## src/rtl/stereo_resonant_filter_mix_macros.svh

```systemverilog
// assertion macros for the stereo resonant filter mix
`ifndef STEREO_RESONANT_FILTER_MIX_MACROS_SVH
`define STEREO_RESONANT_FILTER_MIX_MACROS_SVH

// consequent checked in the same cycle as the antecedent
`define SRFM_ASSERT_NOW(label, ante, cons, msg) \
    label: assert property (@(posedge clk) disable iff (!rst_n) (ante) |-> (cons)) \
        else $error(msg);

// consequent checked in the cycle after the antecedent
`define SRFM_ASSERT_NEXT(label, ante, cons, msg) \
    label: assert property (@(posedge clk) disable iff (!rst_n) (ante) |=> (cons)) \
        else $error(msg);

`endif

```

## src/rtl/srfm_pkg.sv

```systemverilog
// shared types, constants and arithmetic helpers for the resonant filter mix
package srfm_pkg;

    localparam int CHANNELS_DEF = 2;

    localparam int SAMPLE_W  = 16;
    localparam int COEF_W    = 16;
    localparam int CFG_W     = 17;
    localparam int CFG_IDX_W = 3;
    localparam int FRAC_W    = 16;
    localparam int STATE_W   = 32;
    localparam int DIFF_W    = STATE_W + 1;
    localparam int MUL_A_W   = STATE_W + 2;
    localparam int MUL_B_W   = CFG_W + 1;
    localparam int PROD_W    = MUL_A_W + MUL_B_W;
    localparam int RND_W     = PROD_W - FRAC_W;
    localparam int SUM_W     = STATE_W + 8;
    localparam int MIX_Q_W   = PROD_W - 2 * FRAC_W;

    localparam logic [CFG_W-1:0]  MIX_ONE  = CFG_W'(64'd1 << FRAC_W);
    localparam logic [PROD_W-1:0] RND_HALF = PROD_W'(64'd1 << (FRAC_W - 1));
    localparam logic [PROD_W-1:0] MIX_HALF = PROD_W'(64'd1 << (2 * FRAC_W - 1));

    typedef enum logic [CFG_IDX_W-1:0] {
        REG_LOW_CUTOFF     = 3'd0,
        REG_LOW_RESONANCE  = 3'd1,
        REG_HIGH_CUTOFF    = 3'd2,
        REG_HIGH_RESONANCE = 3'd3,
        REG_WET_MIX        = 3'd4
    } reg_idx_t;

    typedef enum logic [9:0] {
        ST_IDLE  = 10'b00_0000_0001,
        ST_START = 10'b00_0000_0010,
        ST_LP_A  = 10'b00_0000_0100,
        ST_LP_B  = 10'b00_0000_1000,
        ST_LP_C  = 10'b00_0001_0000,
        ST_HP_A  = 10'b00_0010_0000,
        ST_HP_B  = 10'b00_0100_0000,
        ST_MIX_B = 10'b00_1000_0000,
        ST_MIX_C = 10'b01_0000_0000,
        ST_DONE  = 10'b10_0000_0000
    } state_t;

    typedef struct packed {
        logic                      hit;
        logic signed [STATE_W-1:0] val;
    } sat32_t;

    typedef struct packed {
        logic                       hit;
        logic signed [SAMPLE_W-1:0] val;
    } sat16_t;

    // round half up and drop the fraction bits
    function automatic logic signed [RND_W-1:0] rnd16(input logic signed [PROD_W-1:0] p);
        logic [PROD_W-1:0] t;
        t = p + RND_HALF;
        return t[PROD_W-1:FRAC_W];
    endfunction

    // clamp to the signed 32-bit range
    function automatic sat32_t sat32(input logic signed [SUM_W-1:0] v);
        sat32_t                   r;
        logic [SUM_W-STATE_W:0]   top;
        top = v[SUM_W-1:STATE_W-1];
        if ((top == '0) || (top == '1))
        begin
            r.hit = 1'b0;
            r.val = v[STATE_W-1:0];
        end
        else
        begin
            r.hit = 1'b1;
            r.val = v[SUM_W-1] ? {1'b1, {(STATE_W-1){1'b0}}} : {1'b0, {(STATE_W-1){1'b1}}};
        end
        return r;
    endfunction

    // clamp to the signed 16-bit sample range
    function automatic sat16_t sat16(input logic signed [MIX_Q_W-1:0] v);
        sat16_t                     r;
        logic [MIX_Q_W-SAMPLE_W:0]  top;
        top = v[MIX_Q_W-1:SAMPLE_W-1];
        if ((top == '0) || (top == '1))
        begin
            r.hit = 1'b0;
            r.val = v[SAMPLE_W-1:0];
        end
        else
        begin
            r.hit = 1'b1;
            r.val = v[MIX_Q_W-1] ? {1'b1, {(SAMPLE_W-1){1'b0}}} : {1'b0, {(SAMPLE_W-1){1'b1}}};
        end
        return r;
    endfunction

endpackage

```

## src/rtl/stereo_resonant_filter_mix.sv

```systemverilog
// top level of the stereo resonant filter with dry/wet mix
//
// input transaction: in_valid/in_ready carry op (0 low-pass, 1 high-pass), channel and
//   sample_in; in_ready is high only while the sequencer is idle
// output transaction: out_valid/out_ready carry sample_out and clipped, one per input
// configuration: cfg_write with cfg_index/cfg_data writes one coefficient per cycle; the user
//   writes only while no transaction is in flight (not enforced); unknown indexes are ignored
// sequence: low-pass runs START, LP_A, LP_B, LP_C, MIX_B, MIX_C, DONE; high-pass runs
//   START, HP_A, HP_B, MIX_B, MIX_C, DONE; START goes straight to DONE when the stage is
//   disabled (zero cutoff) or the mix is zero; DONE loads the registered out_valid
// a new transaction is taken only once the sequencer is back in idle; the steps share one
//   34x18 signed multiplier with a registered product, used at most once per step
// the output register decouples the sides: a new input is taken while a result waits;
//   if the receiver stalls, the next result is held in the final state until the
//   output register frees up
// reset: coefficients clear, wet mix goes fully wet, all per-channel filter state clears
module stereo_resonant_filter_mix #(
    parameter int CHANNELS = srfm_pkg::CHANNELS_DEF
) (
    input  logic                                 clk,
    input  logic                                 rst_n,
    input  logic                                 cfg_write,
    input  logic [srfm_pkg::CFG_IDX_W-1:0]       cfg_index,
    input  logic [srfm_pkg::CFG_W-1:0]           cfg_data,
    input  logic                                 in_valid,
    output logic                                 in_ready,
    input  logic                                 op,
    input  logic                                 channel,
    input  logic signed [srfm_pkg::SAMPLE_W-1:0] sample_in,
    output logic                                 out_valid,
    input  logic                                 out_ready,
    output logic signed [srfm_pkg::SAMPLE_W-1:0] sample_out,
    output logic                                 clipped
);

`include "stereo_resonant_filter_mix_macros.svh"

    localparam int CH_W     = (CHANNELS > 1) ? $clog2(CHANNELS) : 1;
    localparam int SAMPLE_W = srfm_pkg::SAMPLE_W;
    localparam int STATE_W  = srfm_pkg::STATE_W;
    localparam int CFG_W    = srfm_pkg::CFG_W;
    localparam int FRAC_W   = srfm_pkg::FRAC_W;
    localparam int DIFF_W   = srfm_pkg::DIFF_W;
    localparam int MUL_A_W  = srfm_pkg::MUL_A_W;
    localparam int MUL_B_W  = srfm_pkg::MUL_B_W;
    localparam int PROD_W   = srfm_pkg::PROD_W;
    localparam int RND_W    = srfm_pkg::RND_W;
    localparam int SUM_W    = srfm_pkg::SUM_W;

    // coefficient registers
    logic [srfm_pkg::COEF_W-1:0] low_cutoff_reg;
    logic signed [CFG_W-1:0]     low_resonance_reg;
    logic [srfm_pkg::COEF_W-1:0] high_cutoff_reg;
    logic signed [CFG_W-1:0]     high_resonance_reg;
    logic [CFG_W-1:0]            wet_mix_reg;

    // per-channel filter state
    logic signed [STATE_W-1:0]  low_output_reg      [CHANNELS];
    logic signed [STATE_W-1:0]  low_output_next     [CHANNELS];
    logic signed [STATE_W-1:0]  low_momentum_reg    [CHANNELS];
    logic signed [STATE_W-1:0]  low_momentum_next   [CHANNELS];
    logic signed [SAMPLE_W-1:0] high_last_reg       [CHANNELS];
    logic signed [SAMPLE_W-1:0] high_last_next      [CHANNELS];
    logic signed [STATE_W-1:0]  high_output_reg     [CHANNELS];
    logic signed [STATE_W-1:0]  high_output_next    [CHANNELS];
    logic signed [STATE_W-1:0]  high_momentum_reg   [CHANNELS];
    logic signed [STATE_W-1:0]  high_momentum_next  [CHANNELS];

    // sequencer and working registers
    srfm_pkg::state_t           state_reg, state_next;
    logic                       op_reg, op_next;
    logic [CH_W-1:0]            ch_reg, ch_next;
    logic signed [SAMPLE_W-1:0] samp_reg, samp_next;
    logic signed [DIFF_W-1:0]   diff_reg, diff_next;
    logic signed [RND_W-1:0]    term_reg, term_next;
    logic signed [PROD_W-1:0]   acc_reg, acc_next;
    logic signed [PROD_W-1:0]   prod_reg;
    logic signed [SAMPLE_W-1:0] res_reg, res_next;
    logic                       clip_reg, clip_next;

    // output register
    logic                       out_valid_reg, out_valid_next;
    logic signed [SAMPLE_W-1:0] sample_out_reg, sample_out_next;
    logic                       clipped_reg, clipped_next;

    // shared multiplier operands
    logic signed [MUL_A_W-1:0]  mul_a;
    logic signed [MUL_B_W-1:0]  mul_b;

    logic [CFG_W-1:0]           mix_eff;
    logic [CFG_W-1:0]           mix_inv;
    logic [srfm_pkg::COEF_W-1:0] cut_sel;
    logic                       bypass;
    logic signed [STATE_W-1:0]  x_val;
    logic signed [STATE_W-1:0]  last_x;
    logic signed [SUM_W-1:0]    sum_hp;
    logic signed [PROD_W-1:0]   mix_total;
    srfm_pkg::sat32_t           sat_a;
    srfm_pkg::sat16_t           sat_o;

    // mix above one acts as fully wet
    assign mix_eff = (wet_mix_reg > srfm_pkg::MIX_ONE) ? srfm_pkg::MIX_ONE : wet_mix_reg;
    assign mix_inv = srfm_pkg::MIX_ONE - mix_eff;
    assign cut_sel = op_reg ? high_cutoff_reg : low_cutoff_reg;
    assign bypass  = (mix_eff == '0) || (cut_sel == '0);

    // sample in state units
    assign x_val  = {samp_reg, {FRAC_W{1'b0}}};
    assign last_x = {high_last_reg[ch_reg], {FRAC_W{1'b0}}};

    assign in_ready   = (state_reg == srfm_pkg::ST_IDLE);
    assign out_valid  = out_valid_reg;
    assign sample_out = sample_out_reg;
    assign clipped    = clipped_reg;

    always_comb
    begin
        state_next         = state_reg;
        op_next            = op_reg;
        ch_next            = ch_reg;
        samp_next          = samp_reg;
        diff_next          = diff_reg;
        term_next          = term_reg;
        acc_next           = acc_reg;
        res_next           = res_reg;
        clip_next          = clip_reg;
        low_output_next    = low_output_reg;
        low_momentum_next  = low_momentum_reg;
        high_last_next     = high_last_reg;
        high_output_next   = high_output_reg;
        high_momentum_next = high_momentum_reg;
        out_valid_next     = out_valid_reg && !out_ready;
        sample_out_next    = sample_out_reg;
        clipped_next       = clipped_reg;
        mul_a              = '0;
        mul_b              = '0;
        sum_hp             = '0;
        mix_total          = '0;
        sat_a              = '0;
        sat_o              = '0;

        case (state_reg)
            srfm_pkg::ST_IDLE:
            begin
                if (in_valid)
                begin
                    op_next    = op;
                    ch_next    = (CHANNELS > 1) ? CH_W'(channel) : '0;
                    samp_next  = sample_in;
                    clip_next  = 1'b0;
                    state_next = srfm_pkg::ST_START;
                end
            end

            srfm_pkg::ST_START:
            begin
                if (bypass)
                begin
                    // disabled stage or dry mix: pass through, state untouched
                    res_next   = samp_reg;
                    clip_next  = 1'b0;
                    state_next = srfm_pkg::ST_DONE;
                end
                else if (!op_reg)
                begin
                    diff_next  = DIFF_W'(x_val) - DIFF_W'(low_output_reg[ch_reg]);
                    state_next = srfm_pkg::ST_LP_A;
                end
                else
                begin
                    sum_hp = SUM_W'(high_output_reg[ch_reg]) + SUM_W'(high_momentum_reg[ch_reg])
                           - SUM_W'(last_x) + SUM_W'(x_val);
                    sat_a  = srfm_pkg::sat32(sum_hp);
                    high_output_next[ch_reg] = sat_a.val;
                    high_last_next[ch_reg]   = samp_reg;
                    clip_next = clip_reg | sat_a.hit;
                    // old momentum times feedback gain
                    mul_a      = MUL_A_W'(high_momentum_reg[ch_reg]);
                    mul_b      = MUL_B_W'(high_resonance_reg);
                    state_next = srfm_pkg::ST_HP_A;
                end
            end

            srfm_pkg::ST_LP_A:
            begin
                mul_a      = MUL_A_W'(diff_reg);
                mul_b      = $signed({2'b00, low_cutoff_reg});
                state_next = srfm_pkg::ST_LP_B;
            end

            srfm_pkg::ST_LP_B:
            begin
                sat_a = srfm_pkg::sat32(SUM_W'(low_momentum_reg[ch_reg])
                                        + SUM_W'(srfm_pkg::rnd16(prod_reg)));
                low_momentum_next[ch_reg] = sat_a.val;
                clip_next  = clip_reg | sat_a.hit;
                mul_a      = MUL_A_W'(diff_reg);
                mul_b      = MUL_B_W'(low_resonance_reg);
                state_next = srfm_pkg::ST_LP_C;
            end

            srfm_pkg::ST_LP_C:
            begin
                sat_a = srfm_pkg::sat32(SUM_W'(low_output_reg[ch_reg])
                                        + SUM_W'(low_momentum_reg[ch_reg])
                                        + SUM_W'(srfm_pkg::rnd16(prod_reg)));
                low_output_next[ch_reg] = sat_a.val;
                clip_next  = clip_reg | sat_a.hit;
                // dry part of the mix
                mul_a      = MUL_A_W'(x_val);
                mul_b      = $signed({1'b0, mix_inv});
                state_next = srfm_pkg::ST_MIX_B;
            end

            srfm_pkg::ST_HP_A:
            begin
                term_next  = srfm_pkg::rnd16(prod_reg);
                mul_a      = MUL_A_W'(high_output_reg[ch_reg]);
                mul_b      = $signed({2'b00, high_cutoff_reg});
                state_next = srfm_pkg::ST_HP_B;
            end

            srfm_pkg::ST_HP_B:
            begin
                sat_a = srfm_pkg::sat32(SUM_W'(term_reg) - SUM_W'(srfm_pkg::rnd16(prod_reg)));
                high_momentum_next[ch_reg] = sat_a.val;
                clip_next  = clip_reg | sat_a.hit;
                mul_a      = MUL_A_W'(x_val);
                mul_b      = $signed({1'b0, mix_inv});
                state_next = srfm_pkg::ST_MIX_B;
            end

            srfm_pkg::ST_MIX_B:
            begin
                acc_next   = prod_reg;
                // wet part of the mix
                mul_a      = op_reg ? MUL_A_W'(high_output_reg[ch_reg])
                                    : MUL_A_W'(low_output_reg[ch_reg]);
                mul_b      = $signed({1'b0, mix_eff});
                state_next = srfm_pkg::ST_MIX_C;
            end

            srfm_pkg::ST_MIX_C:
            begin
                mix_total  = acc_reg + prod_reg + srfm_pkg::MIX_HALF;
                sat_o      = srfm_pkg::sat16(mix_total[PROD_W-1:2*FRAC_W]);
                res_next   = sat_o.val;
                clip_next  = clip_reg | sat_o.hit;
                state_next = srfm_pkg::ST_DONE;
            end

            srfm_pkg::ST_DONE:
            begin
                // hold here while the output register is still full
                if (!out_valid_reg || out_ready)
                begin
                    out_valid_next  = 1'b1;
                    sample_out_next = res_reg;
                    clipped_next    = clip_reg;
                    state_next      = srfm_pkg::ST_IDLE;
                end
            end

            default:
            begin
                state_next = srfm_pkg::ST_IDLE;
            end
        endcase
    end

    // coefficient writes
    always_ff @(posedge clk or negedge rst_n)
    begin
        if (!rst_n)
        begin
            low_cutoff_reg     <= '0;
            low_resonance_reg  <= '0;
            high_cutoff_reg    <= '0;
            high_resonance_reg <= '0;
            wet_mix_reg        <= srfm_pkg::MIX_ONE;
        end
        else if (cfg_write)
        begin
            case (srfm_pkg::reg_idx_t'(cfg_index))
                srfm_pkg::REG_LOW_CUTOFF:     low_cutoff_reg     <= cfg_data[srfm_pkg::COEF_W-1:0];
                srfm_pkg::REG_LOW_RESONANCE:  low_resonance_reg  <= $signed(cfg_data);
                srfm_pkg::REG_HIGH_CUTOFF:    high_cutoff_reg    <= cfg_data[srfm_pkg::COEF_W-1:0];
                srfm_pkg::REG_HIGH_RESONANCE: high_resonance_reg <= $signed(cfg_data);
                srfm_pkg::REG_WET_MIX:        wet_mix_reg        <= cfg_data;
                default:
                begin
                end
            endcase
        end
    end

    // control, filter state and output register
    always_ff @(posedge clk or negedge rst_n)
    begin
        if (!rst_n)
        begin
            state_reg     <= srfm_pkg::ST_IDLE;
            clip_reg      <= 1'b0;
            out_valid_reg <= 1'b0;
            for (int i = 0; i < CHANNELS; i++)
            begin
                low_output_reg[i]    <= '0;
                low_momentum_reg[i]  <= '0;
                high_last_reg[i]     <= '0;
                high_output_reg[i]   <= '0;
                high_momentum_reg[i] <= '0;
            end
        end
        else
        begin
            state_reg         <= state_next;
            clip_reg          <= clip_next;
            out_valid_reg     <= out_valid_next;
            low_output_reg    <= low_output_next;
            low_momentum_reg  <= low_momentum_next;
            high_last_reg     <= high_last_next;
            high_output_reg   <= high_output_next;
            high_momentum_reg <= high_momentum_next;
        end
    end

    // datapath registers
    always_ff @(posedge clk)
    begin
        op_reg          <= op_next;
        ch_reg          <= ch_next;
        samp_reg        <= samp_next;
        diff_reg        <= diff_next;
        term_reg        <= term_next;
        acc_reg         <= acc_next;
        res_reg         <= res_next;
        sample_out_reg  <= sample_out_next;
        clipped_reg     <= clipped_next;
        prod_reg        <= PROD_W'(mul_a) * PROD_W'(mul_b);
    end

    // an accepted transaction always starts the sequencer
    `SRFM_ASSERT_NEXT(a_accept_starts, in_valid && in_ready, state_reg == srfm_pkg::ST_START, "accepted transaction did not start the sequencer")

    // bypass goes straight to the result and leaves the channel state alone
    `SRFM_ASSERT_NEXT(a_bypass_keeps_state, (state_reg == srfm_pkg::ST_START) && bypass, (state_reg == srfm_pkg::ST_DONE) && !clip_reg && $stable(low_output_reg[ch_reg]) && $stable(low_momentum_reg[ch_reg]) && $stable(high_output_reg[ch_reg]) && $stable(high_momentum_reg[ch_reg]), "bypass touched filter state")

    // a finished result waits while the output register is still full
    `SRFM_ASSERT_NEXT(a_result_waits, (state_reg == srfm_pkg::ST_DONE) && out_valid_reg && !out_ready, state_reg == srfm_pkg::ST_DONE, "result overwrote a pending output")

    // the input side is closed while an item is in flight
    `SRFM_ASSERT_NOW(a_busy_not_ready, state_reg != srfm_pkg::ST_IDLE, !in_ready, "input accepted while busy")

endmodule
```

## config.mk

```make
export PLATFORM = sky130hd
export DESIGN_NAME = stereo_resonant_filter_mix
export DESIGN_NICKNAME = d
export VERILOG_FILES = /design/src/rtl/srfm_pkg.sv /design/src/rtl/stereo_resonant_filter_mix.sv
export VERILOG_INCLUDE_DIRS = /design/src /design/src/rtl
export SDC_FILE = /design/constraint.sdc
export NUM_CORES = 2
export LEC_CHECK = 0
export ABC_AREA = 1
export BUFFER_PORTS_ARGS = -buffer_cell sky130_fd_sc_hd__buf_2
export CAP_MARGIN = 15
export CORE_ASPECT_RATIO = 0.6
export CORE_MARGIN = 3
export CORE_UTILIZATION = 65
export DETAILED_ROUTE_END_ITERATION = 8
export PLACE_DENSITY = 0.81
export SYNTH_ARGS = -nofsm -noshare
export SYNTH_HDL_FRONTEND = slang
export SYNTH_SLANG_ARGS = --single-unit
```

## constraint.sdc

```tcl
create_clock -name clk -period 9.4 [get_ports clk]
set_input_delay 2.82 -clock clk [delete_from_list [all_inputs] [get_ports clk]]
set_output_delay 2.82 -clock clk [all_outputs]
set_load 0.01 [all_outputs]
```

==> key figures <==
Run status
  • Status: completed

Clocking
  • Worst skew pair latency: 0.71 ns
  • Deepest clock path buffer count: 3
  • Root buf cell: clkbuf_16
  • Cts hold-fix bufs: 0
  • Reg clk slew, reported paths: 0.07 ns
  • Clk sinks: 607
  • CTS tree: yes
  • CTS Buf Count: 59
  • Htree depth: 2

STA
  • Slew @ Worst Pin: 1.30 ns
  • Layout Skew: 0.0745 ns
  • Setup ws final: 0.173 ns
  • Final max-slew violation count: 0
  • Highest Clock Rate: 0.108 GHz
  • Final setup vio count: 0
  • Min Tclk post-route: 9.23 ns
  • Slew headroom: 12.4%
  • Worst Hold Slack: 0.420 ns
  • Final worst-path cycle share: 98.2%
  • Final Hold Fails: 0

Floorplanning
  • Starting Density: 66.3%
  • Die Span Y: 247 microns
  • DIE AREA: 101000 sq um
  • Core area: 95000 sq um
  • Die width: 408 microns
  • # IOs: 62
  • Row cnt: 87

Power and ir drop
  • Cell Pwr Density: 241 nW/um^2
  • Max IR drop VDD: 665 uV
  • Cell leakage power: 36.1 nW

Finish
  • Commonest non-fill, non-tap cell in the layout: nand2_1
  • Area growth syn-to-layout: 9.18%
  • Layout cells sized above 1: 8.14%
  • Design Area, Final: 68800 sq um
  • Commonest non-fill, non-tap cells in the layout: nand2_1, inv_1, fa_1, nor2_1, ha_1
  • Total Nets Final: 9383
  • Fillers: 7390

Synth
  • Cells after Synth: 8141
  • Top FF cell, synth: dfrtp_1
  • Sequential share of the synthesized area: 25.1%
  • Syn Nets: 9244
  • Async SR Flop Fraction: 63.1%
  • YS warnings: 0
  • Mapped Area: 63000 sq um
  • FF+latch count, synth: 607
  • Post-synth EDFFs: 172
  • Average cell area after synthesis: 7.74 sq um
  • Cell variety after synth: 72

Worst hold path
  • Hold_sp: res_reg[9]
  • HP Class: register to register
  • Worst Hold End: sample_out[9]
  • Hold depth: 0

Detailed routing
  • Pre-antenna DRT Iters: 8
  • Detailed-route wire length: 231000 microns
  • Wire per inst: 24.0 microns
  • M1 WL: 93000 microns
  • Post-route ant nets: 0
  • Via count: 58300
  • DRC Markers: 0
  • Met2 Wirelength: 83500 microns
  • Met3 wire length: 44700 microns
  • Top Layer Used: met5
  • Initial DRC count: 8923
  • DR vias/cell: 6.05

Setup path
  • R2R setup slack: 0.17 ns
  • CP max stage cell: fa_1
  • Highest cell delay on the worst timing path: 0.54 ns
  • Setup crit end kind: register
  • Startpoint types: register
  • Critical path's top delay family: adder cells
  • CP most frequent cell: inv_1
  • Req. time, crit path: 10.01 ns
  • Crit path arrival time: 9.83 ns
  • Worst path bufs/invs: 12
  • Worst-path fanout max: 15
  • RR Endpoint: prod_reg[44]
  • Worst r2r path cells: 45
  • Worst r2r src: wet_mix_reg[3]
  • Crit path kind: register to register

GRT
  • Vias in the first global route: 54800
  • Congestion Overflow GR: 0
  • Largest net degree at the start of global routing: 173
  • Initial antenna violation count: 14
  • First-pass GRT wire length: 339000 microns
  • GRT Total Usage: 44.9%

Placement
  • GPL Wtd Cong: 1.07
  • Placed wire-length estimate: 184000 microns
  • Port Buffers: 61
  • Placed Area: 65600 sq um
  • Dpl ws: -0.358 ns

Run
  • MaxCap Viol Count: 0
cells in the mapped netlist, drive strengths merged, types with 93 or more instances:
master	n	area share [%]
ha	412	8.2
dfrtp	381	15
fa	648	21
o21ai	447	3.6
clkbuf	101	0.60
edfxtp	172	8.2
xor2	146	2.0
buf	119	1.1
nand2	2372	14
xnor2	93	1.3
a21oi	389	3.2
nand3	176	1.4
inv	1505	9.0
nor2	644	4.0
report_power, final:
part | leakage (nW) | total (mW) | switching, mW | internal [mW]
registers | 7.09 | 3.66 | 0.373 | 3.29
logic | 28.0 | 10.2 | 7.11 | 3.11
clock network | 1.04 | 2.69 | 1.19 | 1.50
metal layers:
layer | up-vias | GRT usage, %
met5 | - | 0.144
met4 | 22 | 13.6
met3 | 647 | 22.7
met2 | 4416 | 56.5
met1 | 27700 | 66.3
li1 | 25500 | -
through the flow:
| stage | util, % | instances | power, mW | setup TNS [ns] |
|---|---|---|---|---|
| after detailed placement | 69.0 | 9469 | 13.2 | -3.36 |
| final | 72.4 | 9624 | 16.6 | 0 |
| after CTS | 71.3 | 9584 | 16.0 | 0 |
| after global routing | 72.3 | 9621 | 17.5 | -0.530 |
| after floorplan | - | 8141 | 10.3 | 0 |
| after global placement | 69.0 | 9468 | 13.0 | -0.835 |
worst max path at each step:
stage | start | end | depth (start not counted)
after CTS | wet_mix_reg[2] | prod_reg[47] | 47
after detailed placement | wet_mix_reg[2] | prod_reg[50] | 49
final | wet_mix_reg[3] | prod_reg[44] | 45
after global routing | wet_mix_reg[1] | prod_reg[50] | 45
after global placement | wet_mix_reg[0] | prod_reg[39] | 47
after floorplan | state_reg[3] | prod_reg[34] | 33
worst register-to-register path: cells and delay by family, from the launching register on:
family | cells | cell delay (ns)
adders and majority gates | 9 | 3.68
and+or+nand+nor | 16 | 1.92
AOI/OAI and AO/OA | 7 | 1.57
buffers and inverters | 12 | 1.42
DFF | 1 | 0.42
xor gates and xnor gates | 1 | 0.15
cell type report:
class                   instances  area, sq um  share of cell area (%)
flip-flops and latches        607        15800                    23.0
diodes                          3         7.51                  0.0109
repair inverters                1         8.76                  0.0127
well taps                    1290         1610                    2.35
clock buffers                  77         1650                    2.39
inverters                    1506         5690                    8.27
clock inverters                35          488                   0.710
repair buffers                297         2530                    3.68
multi-input cells            5808        41000                    59.6
cells by family (layout without fill, tap and decap cells):
group / count (synthesis) / in the layout / share of synthesized area (%)
simple gates: 3411 / 3411 / 21.8
compound gates: 1029 / 1029 / 9.22
other cells: 0 / 3 / 0
fa+ha+maj: 1060 / 1060 / 28.8
flops: 607 / 607 / 25.1
mux: 69 / 69 / 1.10
buf+inv: 1726 / 1916 / 10.7
xor+xnor: 239 / 239 / 3.32
what timing repair did:
action	4_1_cts	5_1_grt
cloned	0	6
resized for setup	7	149
endpoints found under the setup margin	18	33
pin swaps	0	11
hold endpoints to repair	0	0
buffers inserted	3	28
Power figures use the tool's default switching activity.
